--- config.mk ---
export PLATFORM = sky130hd
export DESIGN_NAME = square_tone_mixer_with_ramp
export DESIGN_NICKNAME = d
export VERILOG_FILES = /design/src/hdl/tsm_pkg.sv /design/src/hdl/square_tone_mixer_with_ramp.sv /design/src/hdl/tsm_ram.sv /design/src/hdl/tsm_chan_bank.sv
export VERILOG_INCLUDE_DIRS = /design/src /design/src/hdl
export SDC_FILE = /design/constraint.sdc
export NUM_CORES = 2
export LEC_CHECK = 0
export BUFFER_PORTS_ARGS = -buffer_cell sky130_fd_sc_hd__buf_2
export CAP_MARGIN = 20
export CORE_UTILIZATION = 61
export CTS_CLUSTER_SIZE = 12
export DETAILED_ROUTE_END_ITERATION = 10
export PLACE_DENSITY = 0.83
export SETUP_SLACK_MARGIN = 0.05
export SYNTH_ARGS = -nofsm -noshare
export SYNTH_HDL_FRONTEND = slang
export SYNTH_SLANG_ARGS = --single-unit
--- constraint.sdc ---
create_clock -name clk -period 7.21 [get_ports clk]
set_input_delay 1.0815 -clock clk [delete_from_list [all_inputs] [get_ports clk]]
set_output_delay 1.0815 -clock clk [all_outputs]
set_load 0.005 [all_outputs]
--- src/hdl/assert_macros.svh ---
// Assertion macros shared by the tone mixer RTL.
// No dependencies; the including module must provide clk and rst_n.
`ifndef ASSERT_MACROS_SVH
`define ASSERT_MACROS_SVH
`ifndef SYNTHESIS
// Checked only out of reset
`define ASSERT_CLK(lbl, prop) \
  lbl: assert property (@(posedge clk) disable iff (!rst_n) prop) \
    else $error("assertion failed");
// Checked on every edge, reset included
`define ASSERT_ALWAYS(lbl, prop) \
  lbl: assert property (@(posedge clk) prop) else $error("assertion failed");
`else
`define ASSERT_CLK(lbl, prop)
`define ASSERT_ALWAYS(lbl, prop)
`endif
`endif

--- src/hdl/tsm_pkg.sv ---
// Package for the square tone mixer: sizes, codes and the structs between modules.
// No dependencies.
package tsm_pkg;

  localparam int CHANNELS = 4;
  localparam int FX_DEPTH = 256;
  localparam int RAMP_TOP = 512;
  localparam int LVL_MAX  = 255;

  localparam int CH_IW  = (CHANNELS > 1) ? $clog2(CHANNELS) : 1;
  localparam int FX_AW  = $clog2(FX_DEPTH);
  localparam int RAMP_W = $clog2(RAMP_TOP + 1);
  localparam int LVL_W  = 8;
  localparam int MIX_W  = $clog2(CHANNELS * LVL_MAX + 128 + RAMP_TOP + 1) + 1;
  localparam int HP_W   = 16;

  // input opcodes
  typedef enum logic [1:0] {
    OP_TICK  = 2'd0,
    OP_START = 2'd1,
    OP_STOP  = 2'd2,
    OP_FXWR  = 2'd3
  } op_t;

  // register map, word index
  typedef enum logic [1:0] {
    REG_VOLUME  = 2'd0,
    REG_MUTE    = 2'd1,
    REG_FX_ONLY = 2'd2,
    REG_FX_EN   = 2'd3
  } reg_idx_t;

  // tick sequencer
  typedef enum logic [1:0] {
    ST_IDLE,
    ST_CHAN,
    ST_FX,
    ST_EMIT
  } state_t;

  // start/stop command to the channel bank
  typedef struct packed {
    logic             start;
    logic             stop;
    logic [CH_IW-1:0] ch;
    logic [HP_W-1:0]  half_len;
    logic [LVL_W-1:0] level;
    logic             looping;
  } chan_cmd_t;

  // one channel step of the walk
  typedef struct packed {
    logic             en;
    logic [CH_IW-1:0] idx;
    logic             skip_loop;
  } chan_step_t;

endpackage

--- src/hdl/square_tone_mixer_with_ramp.sv ---
// Square tone mixer with zero-level ramp. Start, stop and effect-write beats are taken
// one per cycle while no tick is in progress and give no result. A sample tick, unless
// volume is zero or mute is set, runs one accumulator adder over the channels one per
// cycle, then adds the effect byte read from the effect RAM, then the ramp level, and
// the result lands in an output register. The input stalls for the whole tick: during
// the walk, the effect step and while the previous sample still waits in that register.
// The effect store reads as zero after reset through per-entry valid bits, so no
// clearing pass is needed. Registers sit at byte addresses 0, 4, 8 and 12: volume,
// mute, effects_only, fx_enable.
// Depends on tsm_pkg, tsm_chan_bank, tsm_ram and assert_macros.svh.
`include "assert_macros.svh"
module square_tone_mixer_with_ramp (
  input  logic                       clk,
  input  logic                       rst_n,
  // input channel
  input  logic                       in_valid,
  output logic                       in_stall,
  input  logic [1:0]                 in_op,
  input  logic [1:0]                 in_channel,
  input  logic [tsm_pkg::HP_W-1:0]   in_half_period,
  input  logic [7:0]                 in_amplitude,
  input  logic                       in_repeat_req,
  input  logic [7:0]                 in_fx_addr,
  input  logic signed [7:0]          in_fx_value,
  // result channel
  output logic                       out_valid,
  input  logic                       out_stall,
  output logic [7:0]                 out_dac_duty,
  output logic [3:0]                 out_active_mask,
  // configuration port
  input  logic                       cfg_psel,
  input  logic                       cfg_penable,
  input  logic                       cfg_pwrite,
  input  logic [3:0]                 cfg_paddr,
  input  logic [31:0]                cfg_pwdata,
  output logic [31:0]                cfg_prdata,
  output logic                       cfg_pready
);
  import tsm_pkg::*;

  localparam logic [CH_IW-1:0] IDX_LAST = CH_IW'(CHANNELS - 1);
  localparam logic [FX_AW-1:0] FX_LAST  = FX_AW'(FX_DEPTH - 1);

  // configuration registers
  logic [3:0] volume_r;
  logic       mute_r;
  logic       fx_only_r;
  logic       fx_en_r;
  reg_idx_t   reg_sel;
  logic       cfg_wr;

  // sequencer and datapath state
  state_t                  state_r, state_nxt;
  logic [CH_IW-1:0]        idx_r;
  logic signed [MIX_W-1:0] mix_r;
  logic [RAMP_W-1:0]       ramp_r;
  logic [FX_AW-1:0]        fx_pos_r;
  logic                    fx_vld_r [FX_DEPTH];
  logic                    fx_hit_r;
  logic                    out_valid_r;
  logic [7:0]              duty_r;
  logic [3:0]              mask_r;

  // control
  logic                    in_acc;
  logic                    tick_go;
  logic                    fx_we;
  logic [FX_AW-1:0]        fx_waddr;
  logic                    fx_re;
  logic [7:0]              fx_rdata;
  logic                    emit_go;
  chan_cmd_t               cmd;
  chan_step_t              step;
  logic signed [LVL_W:0]   contrib;
  logic [3:0]              mask_w;

  // shared adder
  logic signed [MIX_W-1:0] opnd;
  logic signed [MIX_W-1:0] sum;
  logic signed [7:0]       fx_byte;
  logic [RAMP_W-1:0]       ramp_inc;
  logic [RAMP_W-1:0]       ramp_dec;
  logic                    mix_nz;
  logic [7:0]              duty_nxt;

  // APB register access
  assign cfg_pready = 1'b1;
  assign reg_sel    = reg_idx_t'(cfg_paddr[3:2]);
  assign cfg_wr     = cfg_psel && cfg_penable && cfg_pwrite;

  always_comb begin
    unique case (reg_sel)
      REG_VOLUME:  cfg_prdata = {28'd0, volume_r};
      REG_MUTE:    cfg_prdata = {31'd0, mute_r};
      REG_FX_ONLY: cfg_prdata = {31'd0, fx_only_r};
      REG_FX_EN:   cfg_prdata = {31'd0, fx_en_r};
    endcase
  end

  always_ff @(posedge clk) begin
    if (!rst_n) begin
      volume_r  <= 4'd6;
      mute_r    <= 1'b0;
      fx_only_r <= 1'b0;
      fx_en_r   <= 1'b0;
    end else if (cfg_wr) begin
      unique case (reg_sel)
        REG_VOLUME:  volume_r  <= cfg_pwdata[3:0];
        REG_MUTE:    mute_r    <= cfg_pwdata[0];
        REG_FX_ONLY: fx_only_r <= cfg_pwdata[0];
        REG_FX_EN:   fx_en_r   <= cfg_pwdata[0];
      endcase
    end
  end

  // accepted beat decode
  assign in_acc  = in_valid && !in_stall;
  assign tick_go = in_acc && (op_t'(in_op) == OP_TICK) && (volume_r != 4'd0) && !mute_r;

  always_comb begin
    cmd.start    = in_acc && (op_t'(in_op) == OP_START) &&
                   (32'(in_channel) < 32'(CHANNELS));
    cmd.stop     = in_acc && (op_t'(in_op) == OP_STOP) &&
                   (32'(in_channel) < 32'(CHANNELS));
    cmd.ch       = CH_IW'(in_channel);
    cmd.half_len = in_half_period;
    cmd.level    = in_amplitude;
    cmd.looping  = in_repeat_req;
    fx_we        = in_acc && (op_t'(in_op) == OP_FXWR) &&
                   (32'(in_fx_addr) < 32'(FX_DEPTH));
    fx_waddr     = FX_AW'(in_fx_addr);
  end

  // next state
  always_comb begin
    state_nxt = state_r;
    unique case (state_r)
      ST_IDLE: if (tick_go) state_nxt = ST_CHAN;
      ST_CHAN: if (idx_r == IDX_LAST) state_nxt = ST_FX;
      ST_FX:   state_nxt = ST_EMIT;
      ST_EMIT: if (emit_go) state_nxt = ST_IDLE;
    endcase
  end

  // sequencer outputs
  always_comb begin
    in_stall       = (state_r != ST_IDLE);
    step.en        = (state_r == ST_CHAN);
    step.idx       = idx_r;
    step.skip_loop = fx_only_r;
    fx_re          = (state_r == ST_CHAN);
    emit_go        = (state_r == ST_EMIT) && (!out_valid_r || !out_stall);
  end

  // adder operand select
  assign fx_byte  = fx_hit_r ? $signed(fx_rdata) : 8'sd0;
  assign ramp_inc = (ramp_r < RAMP_W'(RAMP_TOP)) ? ramp_r + 1'b1 : ramp_r;
  assign ramp_dec = (ramp_r != '0) ? ramp_r - 1'b1 : ramp_r;
  assign mix_nz   = (mix_r != '0);

  always_comb begin
    case (state_r)
      ST_CHAN: opnd = MIX_W'(contrib);
      ST_FX:   opnd = fx_en_r ? MIX_W'(fx_byte) : '0;
      ST_EMIT: opnd = $signed(MIX_W'(ramp_inc));
      default: opnd = '0;
    endcase
    sum = mix_r + opnd;
  end

  // clamp at zero, keep the low byte; a silent mix shows the ramp level
  assign duty_nxt = !mix_nz ? ramp_r[7:0] : (sum[MIX_W-1] ? 8'd0 : sum[7:0]);

  // datapath registers
  always_ff @(posedge clk) begin
    if (!rst_n) begin
      state_r     <= ST_IDLE;
      idx_r       <= '0;
      mix_r       <= '0;
      ramp_r      <= '0;
      fx_pos_r    <= '0;
      fx_hit_r    <= 1'b0;
      out_valid_r <= 1'b0;
      for (int i = 0; i < FX_DEPTH; i++) begin
        fx_vld_r[i] <= 1'b0;
      end
    end else begin
      state_r <= state_nxt;
      if (fx_we) begin
        fx_vld_r[fx_waddr] <= 1'b1;
      end
      if (fx_re) begin
        fx_hit_r <= fx_vld_r[fx_pos_r];
      end
      if (tick_go) begin
        idx_r <= '0;
        mix_r <= '0;
      end
      if (state_r == ST_CHAN) begin
        idx_r <= idx_r + 1'b1;
        mix_r <= sum;
      end
      if (state_r == ST_FX) begin
        mix_r <= sum;
        if (fx_en_r) begin
          fx_pos_r <= (fx_pos_r == FX_LAST) ? '0 : fx_pos_r + 1'b1;
        end
      end
      if (emit_go) begin
        out_valid_r <= 1'b1;
        ramp_r      <= mix_nz ? ramp_inc : ramp_dec;
      end else if (out_valid_r && !out_stall) begin
        out_valid_r <= 1'b0;
      end
    end
  end

  // result payload
  always_ff @(posedge clk) begin
    if (emit_go) begin
      duty_r <= duty_nxt;
      mask_r <= mask_w;
    end
  end

  assign out_valid       = out_valid_r;
  assign out_dac_duty    = duty_r;
  assign out_active_mask = mask_r;

  tsm_chan_bank u_chan (
    .clk       (clk),
    .rst_n     (rst_n),
    .cmd_i     (cmd),
    .step_i    (step),
    .contrib_o (contrib),
    .mask_o    (mask_w)
  );

  tsm_ram #(
    .WIDTH (8),
    .DEPTH (FX_DEPTH)
  ) u_fx_ram (
    .clk   (clk),
    .we    (fx_we),
    .waddr (fx_waddr),
    .wdata (in_fx_value),
    .re    (fx_re),
    .raddr (fx_pos_r),
    .rdata (fx_rdata)
  );

  // checks
  `ASSERT_CLK(a_ramp_cap, ramp_r <= RAMP_W'(RAMP_TOP))
  `ASSERT_CLK(a_emit_src, $rose(out_valid_r) |-> $past(state_r) == ST_EMIT)
  `ASSERT_CLK(a_chan_walk, (state_r == ST_CHAN && idx_r != IDX_LAST) |=> state_r == ST_CHAN)
  `ASSERT_CLK(a_fx_step, (state_r == ST_FX && !fx_en_r) |=> $stable(fx_pos_r))

endmodule

--- src/hdl/tsm_ram.sv ---
// Generic single-write, single-read RAM with registered read data.
// No dependencies.
module tsm_ram #(
  parameter int WIDTH = 8,
  parameter int DEPTH = 256
) (
  input  logic                     clk,
  input  logic                     we,
  input  logic [$clog2(DEPTH)-1:0] waddr,
  input  logic [WIDTH-1:0]         wdata,
  input  logic                     re,
  input  logic [$clog2(DEPTH)-1:0] raddr,
  output logic [WIDTH-1:0]         rdata
);

  logic [WIDTH-1:0] mem_r [DEPTH];

  always_ff @(posedge clk) begin
    if (we) begin
      mem_r[waddr] <= wdata;
    end
    if (re) begin
      rdata <= mem_r[raddr];
    end
  end

endmodule

--- src/hdl/tsm_chan_bank.sv ---
// Square-wave channel state and the per-channel step (counter, polarity, signed level).
// Depends on tsm_pkg.
module tsm_chan_bank (
  input  logic                             clk,
  input  logic                             rst_n,
  input  tsm_pkg::chan_cmd_t               cmd_i,
  input  tsm_pkg::chan_step_t              step_i,
  output logic signed [tsm_pkg::LVL_W:0]   contrib_o,
  output logic [3:0]                       mask_o
);
  import tsm_pkg::*;

  logic             active_r  [CHANNELS];
  logic             looping_r [CHANNELS];
  logic [HP_W-1:0]  count_r   [CHANNELS];
  logic [HP_W-1:0]  half_r    [CHANNELS];
  logic [LVL_W-1:0] level_r   [CHANNELS];
  logic             neg_r     [CHANNELS];

  logic             cur_active;
  logic             cur_loop;
  logic [HP_W-1:0]  cur_count;
  logic [HP_W-1:0]  cur_half;
  logic [LVL_W-1:0] cur_level;
  logic             cur_neg;
  logic             use_w;
  logic             wrap_w;
  logic [HP_W-1:0]  count_nxt;
  logic             neg_nxt;

  // selected channel of the walk
  always_comb begin
    cur_active = active_r[step_i.idx];
    cur_loop   = looping_r[step_i.idx];
    cur_count  = count_r[step_i.idx];
    cur_half   = half_r[step_i.idx];
    cur_level  = level_r[step_i.idx];
    cur_neg    = neg_r[step_i.idx];
  end

  // step: wrap at half length and flip polarity
  always_comb begin
    use_w     = cur_active && !(step_i.skip_loop && cur_loop);
    wrap_w    = (cur_count >= cur_half);
    count_nxt = wrap_w ? '0 : cur_count + 1'b1;
    neg_nxt   = cur_neg ^ wrap_w;
    if (!use_w) begin
      contrib_o = '0;
    end else if (neg_nxt) begin
      contrib_o = -$signed({1'b0, cur_level});
    end else begin
      contrib_o = $signed({1'b0, cur_level});
    end
  end

  // channel state update
  always_ff @(posedge clk) begin
    if (!rst_n) begin
      for (int c = 0; c < CHANNELS; c++) begin
        active_r[c]  <= 1'b0;
        looping_r[c] <= 1'b0;
        count_r[c]   <= '0;
        half_r[c]    <= '0;
        level_r[c]   <= '0;
        neg_r[c]     <= 1'b0;
      end
    end else begin
      if (cmd_i.start) begin
        active_r[cmd_i.ch]  <= 1'b1;
        looping_r[cmd_i.ch] <= cmd_i.looping;
        count_r[cmd_i.ch]   <= '0;
        half_r[cmd_i.ch]    <= cmd_i.half_len;
        level_r[cmd_i.ch]   <= cmd_i.level;
        neg_r[cmd_i.ch]     <= 1'b0;
      end
      if (cmd_i.stop) begin
        active_r[cmd_i.ch] <= 1'b0;
      end
      if (step_i.en && use_w) begin
        count_r[step_i.idx] <= count_nxt;
        neg_r[step_i.idx]   <= neg_nxt;
      end
    end
  end

  // status mask shows the first four channels only
  for (genvar g = 0; g < 4; g++) begin : g_mask
    if (g < CHANNELS) begin : g_on
      assign mask_o[g] = active_r[g];
    end else begin : g_off
      assign mask_o[g] = 1'b0;
    end
  end

endmodule

# After elaboration in Yosys (flattened, before gate mapping)
# Memories as Yosys holds them, arrays and structs flattened. A register that Yosys moved wholly into a read port is not among the register bits.
# Index checks and enable logic that the tools add are counted.
# totals
reg_bits,50
ramBits,2476
input_bits,88
out_inout_bits,47
memories,8
# mem_list
name,words,word_bits,rd,rd_ports_with_merged_regs,wr,line,rtl
u_fx_ram.mem_r,256,8,1,1,1,tsm_ram.sv:16,logic [WIDTH-1:0] mem_r [DEPTH];
fx_vld_r,256,1,1,1,256,square_tone_mixer_with_ramp.sv:58,logic fx_vld_r [FX_DEPTH];
u_chan.count_r,4,16,1,1,4,tsm_chan_bank.sv:15,logic [HP_W-1:0] count_r [CHANNELS];
u_chan.half_r,4,16,1,1,4,tsm_chan_bank.sv:16,logic [HP_W-1:0] half_r [CHANNELS];
u_chan.level_r,4,8,1,1,4,tsm_chan_bank.sv:17,logic [LVL_W-1:0] level_r [CHANNELS];
u_chan.active_r,4,1,5,5,4,tsm_chan_bank.sv:13,logic active_r [CHANNELS];
2 more memories,-,-,-,-,-,-,
# classes
addsub,7
order_cmp,2
eq_ne,14
muxes,78
bitwise,2
reduce_logical,48
# ops
op,n
$pmux 32 s4,1
$mux 16,4
$mux 2,25
$mux 12,4
$mux 8,6
$reduce_or 16->1,3
$pmux 12 s3,1
$mux 1,31
$mux 10,3
$mux 9,2
$add 16x1->16 const B,1
$ge 16x16->1,1
$eq 2x2->1 const B,7
$logic_and 1x1->1,14
$add 12x12->12,1
$reduce_and 2->1,6
$reduce_bool 12->1,1
$add 10x1->10 const B,1
$lt 10x10->1 const B,1
$reduce_bool 10->1,1
$sub 10x1->10 const B,1
$neg 8->9,1
$add 8x1->8 const B,1
$eq 8x8->1 const B,1
other kinds (16),33

# Depth between registers and ports, before layout
# depth
word_depth,10
mapped_depth,25

# Modules after synthesis
# Synthesis repeated with hierarchy kept, for this count alone.
# unflattened
hier_cells,5838
area_unflattened_um2,101601.2
# by_module_without_submodules
module,n_inst,cells_per_inst,area_each_um2
tsm_ram,1,3733,79636.4
square_tone_mixer_with_ramp,1,1486,13558.0
tsm_chan_bank,1,619,8406.8

# Worst setup path before layout
# No wires, ideal clock.
# synth_timing
path_type,register to register
start,register (tool-made name)
end,"register duty_r[1] (netlist: out_dac_duty[1]), data pin"
setup_time_ns,0.271
arrival_time_ns,6.158
required_ns,6.939
setup_slack_ns,0.780
stages_incl_launch_ff,25
period_less_slack_ns,6.430
path_cell_list,dfxtp_1 -> buf_4 -> buf_2 -> buf_2 -> buf_2 -> buf_2 -> mux4_2 -> ha_1 -> nand2b_1 -> a2111o_1 -> a32o_1 -> mux2i_1 -> nor2_1 -> mux2_2 -> a222oi_1 -> nor2_1 -> ha_1 -> a211oi_1 -> o21ai_0 -> a31oi_1 -> a21o_1 -> clkbuf_1 -> nor2_1 -> mux2i_1 -> o2111ai_1
# synth_lines
item,line,rtl
end signal: assignment,square_tone_mixer_with_ramp.sv:221,duty_r <= duty_nxt;
end: declaration,square_tone_mixer_with_ramp.sv:61,logic [7:0] duty_r;

==> Flow_metrics.wiki <==
{| class="wikitable"
! Metric !! Value
|-
| Result of the run || finished clean
|-
| Cell internal power dissipation || 22.9 mW
|-
| Part of the Yosys area used for sequential elements || 0.729
|-
| Post-layout nets || 5504
|-
| Critical register-to-register path endpoint || out_dac_duty[7]$_DFFE_PP_
|-
| Setup Fix Bufs, Post-CTS || 0
|-
| Setup clock skew after layout || 43.2 ps
|-
| Setup crit start kind || register
|-
| Vias post-DR || 53800
|-
| Measured slew at the worst slew-check pin || 1240 ps
|-
| Proportion of power drawn by flip-flops and latches || 0.553
|-
| Final standard cell utilization of the core || 0.678
|-
| Layout cells sized above 1 || 0.228
|-
| Clock latency of the later-clocked register in the worst-skew pair || 900 ps
|-
| Crit path largest cell delay || 600 ps
|-
| First-pass GRT wire length || 372000 microns
|-
| RSZ-0062 raised after global routing || false
|-
| DRC violation count after routing || 0
|-
| Final Hold Viols || 0
|-
| Standard-cell rows || 148
|-
| Number of cells on the worst reg-to-reg path || 20
|-
| Static Leak || 34.1 nW
|-
| Sum of internal, switching and leakage power || 29.2 mW
|-
| Clock power frac || 0.411
|-
| Total global routing track utilization || 0.310
|-
| Distinct cell type count after synthesis || 58
|-
| Post-route ant nets || 0
|-
| Critical path type || reg -> reg
|-
| Final hold slack || 459 ps
|-
| CTS tree || done
|-
| Number of H-tree levels || 4
|-
| Setup TNS after final layout || 0 ps
|-
| Top-level I/O count || 135
|-
| Cell count after placement || 7303
|-
| Sw Share || 0.214
|-
| Hold crit path type || in -> reg
|-
| Final RePlAce weighted congestion || 0.868
|-
| Maximum number of pins on one net before global-route repair || 153
|-
| Synth top area cells || edfxtp_1 67%, mux4_2 17%, dfxtp_1 6.2%, nor2_1 2.8%, clkbuf_1 0.74%
|-
| Antenna violations before repair || 10
|-
| Average detailed-routed wire length per instance || 33.0 microns
|-
| Clock period minus worst slack || 6500 ps
|-
| Netlist area before placement || 100000 sq um
|-
| Routed vias/inst || 6.92
|-
| Die height || 408 microns
|-
| CP max stage cell || dfxtp_2
|-
| TritonRoute pass-1 iters || 6
|-
| Maximum achievable frequency || 154 MHz
|-
| Iteration-0 DRC count of the detailed router || 8580
|-
| Count of buffer and inverter cells on the critical path || 1
|-
| Hold Path Sink || volume_r[2]$_SDFFE_PN1P_
|-
| Ordered list of cells on the worst path || buf_4, mux4_2, ha_1, a211oi_1, o21ai_0, a211o_1, mux2i_1, nor2_1, mux2_2, a222oi_1, nor2_1, ha_1, a211oi_1, o21ai_0, a31oi_1, a21o_1, nor2_1, nand2_1, mux2_2, nand4_1
|-
| Data required time of the critical path || 7820 ps
|-
| Number of buffers inserted for hold repair after clock tree synthesis || 0
|-
| Number of warnings reported in the yosys synthesis log || 0
|-
| Total core area || 163000 sq um
|-
| DIE AREA || 166000 sq um
|-
| GR Overflow Total || 0
|-
| Cell repeated most along the worst path || nor2_1
|-
| Primary flip-flop cell chosen by synthesis mapping || edfxtp_1
|-
| Critical Path Fanout Max || 16
|-
| Final standard cell count with taps included and fillers excluded || 7765
|-
| Leading area contributor after synthesis || edfxtp_1
|-
| Number of enable flip-flop cells after synthesis || 2231
|-
| Via count of the first global-routing pass || 54200
|-
| Post-route fraction of the period consumed by the critical path || 0.901
|-
| MaxCap Viol Count || 0
|-
| Net switching power of the design || 6.23 mW
|-
| Max-slew headroom at the worst pin || 0.172
|-
| Number of cells on the worst hold path || 3
|-
| Area fraction of the dominant cell type after synthesis || 0.667
|-
| Proportion of power drawn by combinational gates || 0.036
|-
| Post-synthesis instance total || 5246
|-
| Largest vdd supply drop || 0.270 mV
|-
| Synthesized area divided by synthesized cell count || 19.1 sq um
|-
| Worst R2R Setup Slack || 710 ps
|-
| Flops & latches, synth || 2541
|-
| Area delta synth->final || 10.2%
|-
| Number of buffers added on ports || 75
|-
| Die width || 408 microns
|-
| Resized Gates After CTS || 0
|-
| Number of pins with negative max-slew slack in the final report || 0
|-
| Fraction of registers with async set/reset || 0
|-
| Root Buffer Master || clkbuf_16
|-
| Data arrival time of the critical path || 7110 ps
|-
| Clock-pin transition on the worst setup and hold timing paths || 60 ps
|-
| Family with the most delay on the worst path || compound AO/OA/AOI/OAI gates
|-
| TritonCTS Buffers || 239
|-
| Final wirelength || 256000 microns
|-
| Starting Density || 0.616
|-
| Number of fillers in the final layout || 9378
|-
| Hold path startpoint || cfg_pwdata[2]
|-
| Post-detail-place hpwl || 143000 microns
|-
| Total setup violations reported at the end of the flow || 0
|-
| Setup crit end kind || register
|-
| Cell Pwr Density || 263 nW/um^2
|-
| Number of clock sinks seen by CTS || 2541
|-
| Clock buffer depth || 3
|}
## state kept, by name, indices dropped and copies added (netlist names), 2 cells and up, named ones only
signal	count
fx_pos_r	8
fx_vld_r	256
idx_r	2
mix_r	12
out_active_mask	4
out_dac_duty	8
ramp_r	10
state_r	2
u_chan.active_r	4
u_chan.count_r	64
u_chan.half_r	64
u_chan.level_r	32
u_chan.looping_r	4
u_chan.neg_r	4
u_fx_ram.mem_r	2048
u_fx_ram.rdata	8
volume_r	4
## worst reg2reg max path: cells and delay by family (launching register included)
family | cells | cell delay (ps)
AO/OA/AOI/OAI | 8 | 2390
multiplexers | 4 | 1540
AND/OR/NAND/NOR | 5 | 730
adder cells (fa/ha/maj) | 2 | 640
flip-flops | 1 | 600
buffers and inverters | 1 | 350
## layout by cell type, fill, tap and decap left out, types with 69 or more instances in the layout
cell type  Yosys  routed
dfxtp_1      310     302
clkbuf_1     197     170
o21a_1        69      69
mux4_2       772     772
nand2_1      118     118
buf_4         38      96
clkbuf_16      0     242
and2_1       107     107
nor2_1       747     746
edfxtp_1    2231    2231
## per-stage QoR
stage          area, sq um  setup slack (ps)
2_1_floorplan       101000               780
5_1_grt             111000               357
3_5_place_dp        103000               803
6_report            111000               711
4_1_cts             111000               737
3_3_place_gp        103000               884
## layer usage
layer  GRT usage  wire length, microns
met5           0                    86
met1       0.405                 88400
met4       0.147                 13300
met2       0.489                124000
met3      0.0841                 30400
## synthesized netlist by cell type, types with 4 or more instances
library cell,n
a211oi_1,10
a21o_1,5
a21oi_1,45
a221oi_1,13
a222oi_1,6
a22o_1,13
a22oi_1,24
a31oi_1,6
and2_1,107
and3_1,11
buf_1,22
buf_2,63
buf_4,38
buf_6,8
clkbuf_1,197
dfxtp_1,310
edfxtp_1,2231
ha_1,39
inv_1,45
mux2_2,10
mux2i_1,22
mux4_2,772
nand2_1,118
nand2b_1,17
nand3_1,57
nand3b_1,7
nand4_1,18
nor2_1,747
nor2b_1,19
nor3_1,44
nor3b_1,6
nor4_1,8
o21a_1,69
o21ai_0,37
o21bai_1,4
o22ai_1,9
o31ai_1,4
or3_1,11
xnor2_1,18
xor2_1,27
## cells by family (layout without fill, tap and decap cells)
kind of cell | Yosys count | count (layout) | share of synthesized area
flops | 2541 | 2541 | 0.729
simple gates | 1179 | 1179 | 0.0509
mux | 804 | 804 | 0.176
buf+inv | 373 | 686 | 0.0167
compound gates | 262 | 262 | 0.0181
xor+xnor | 45 | 45 | 0.00392
fa+ha+maj | 40 | 40 | 0.00506
other cells | 2 | 33 | 0.0000748
## worst max path at each step
stage / slack, ps / end / from / cells past startpoint
after CTS: 740 / out_dac_duty[7]$_DFFE_PP_ / register / 20
after floorplan: 780 / out_dac_duty[1]$_DFFE_PP_ / register / 24
after global placement: 880 / out_dac_duty[7]$_DFFE_PP_ / register / 20
after detailed placement: 800 / out_dac_duty[7]$_DFFE_PP_ / register / 20
final: 710 / out_dac_duty[7]$_DFFE_PP_ / register / 20
after global routing: 360 / out_dac_duty[7]$_DFFE_PP_ / register / 20
## final cells by class
| type | instances | area (sq um) | share of cell area |
|---|---|---|---|
| Sequential cell | 2541 | 73200 | 0.662 |
| Tap cell | 2175 | 2720 | 0.0246 |
| Multi-Input combinational cell | 2359 | 25700 | 0.232 |
| Clock inverter | 26 | 404 | 0.00365 |
| Antenna cell | 4 | 10.0 | 0.0000904 |
| Clock buffer | 425 | 6870 | 0.0621 |
| Timing Repair Buffer | 190 | 1560 | 0.0141 |
| Inverter | 45 | 176 | 0.00159 |
## power groups by stage
stage	Clock [mW]	Sequential [mW]	Combinational [mW]
after floorplan	0	16.4	0.601
after global placement	0	16.4	0.981
after detailed placement	0	16.4	1.02
after CTS	12.0	16.1	1.03
after global routing	12.5	16.1	1.12
final	12.0	16.1	1.05
No activity file was read; power rests on OpenSTA's default activity.
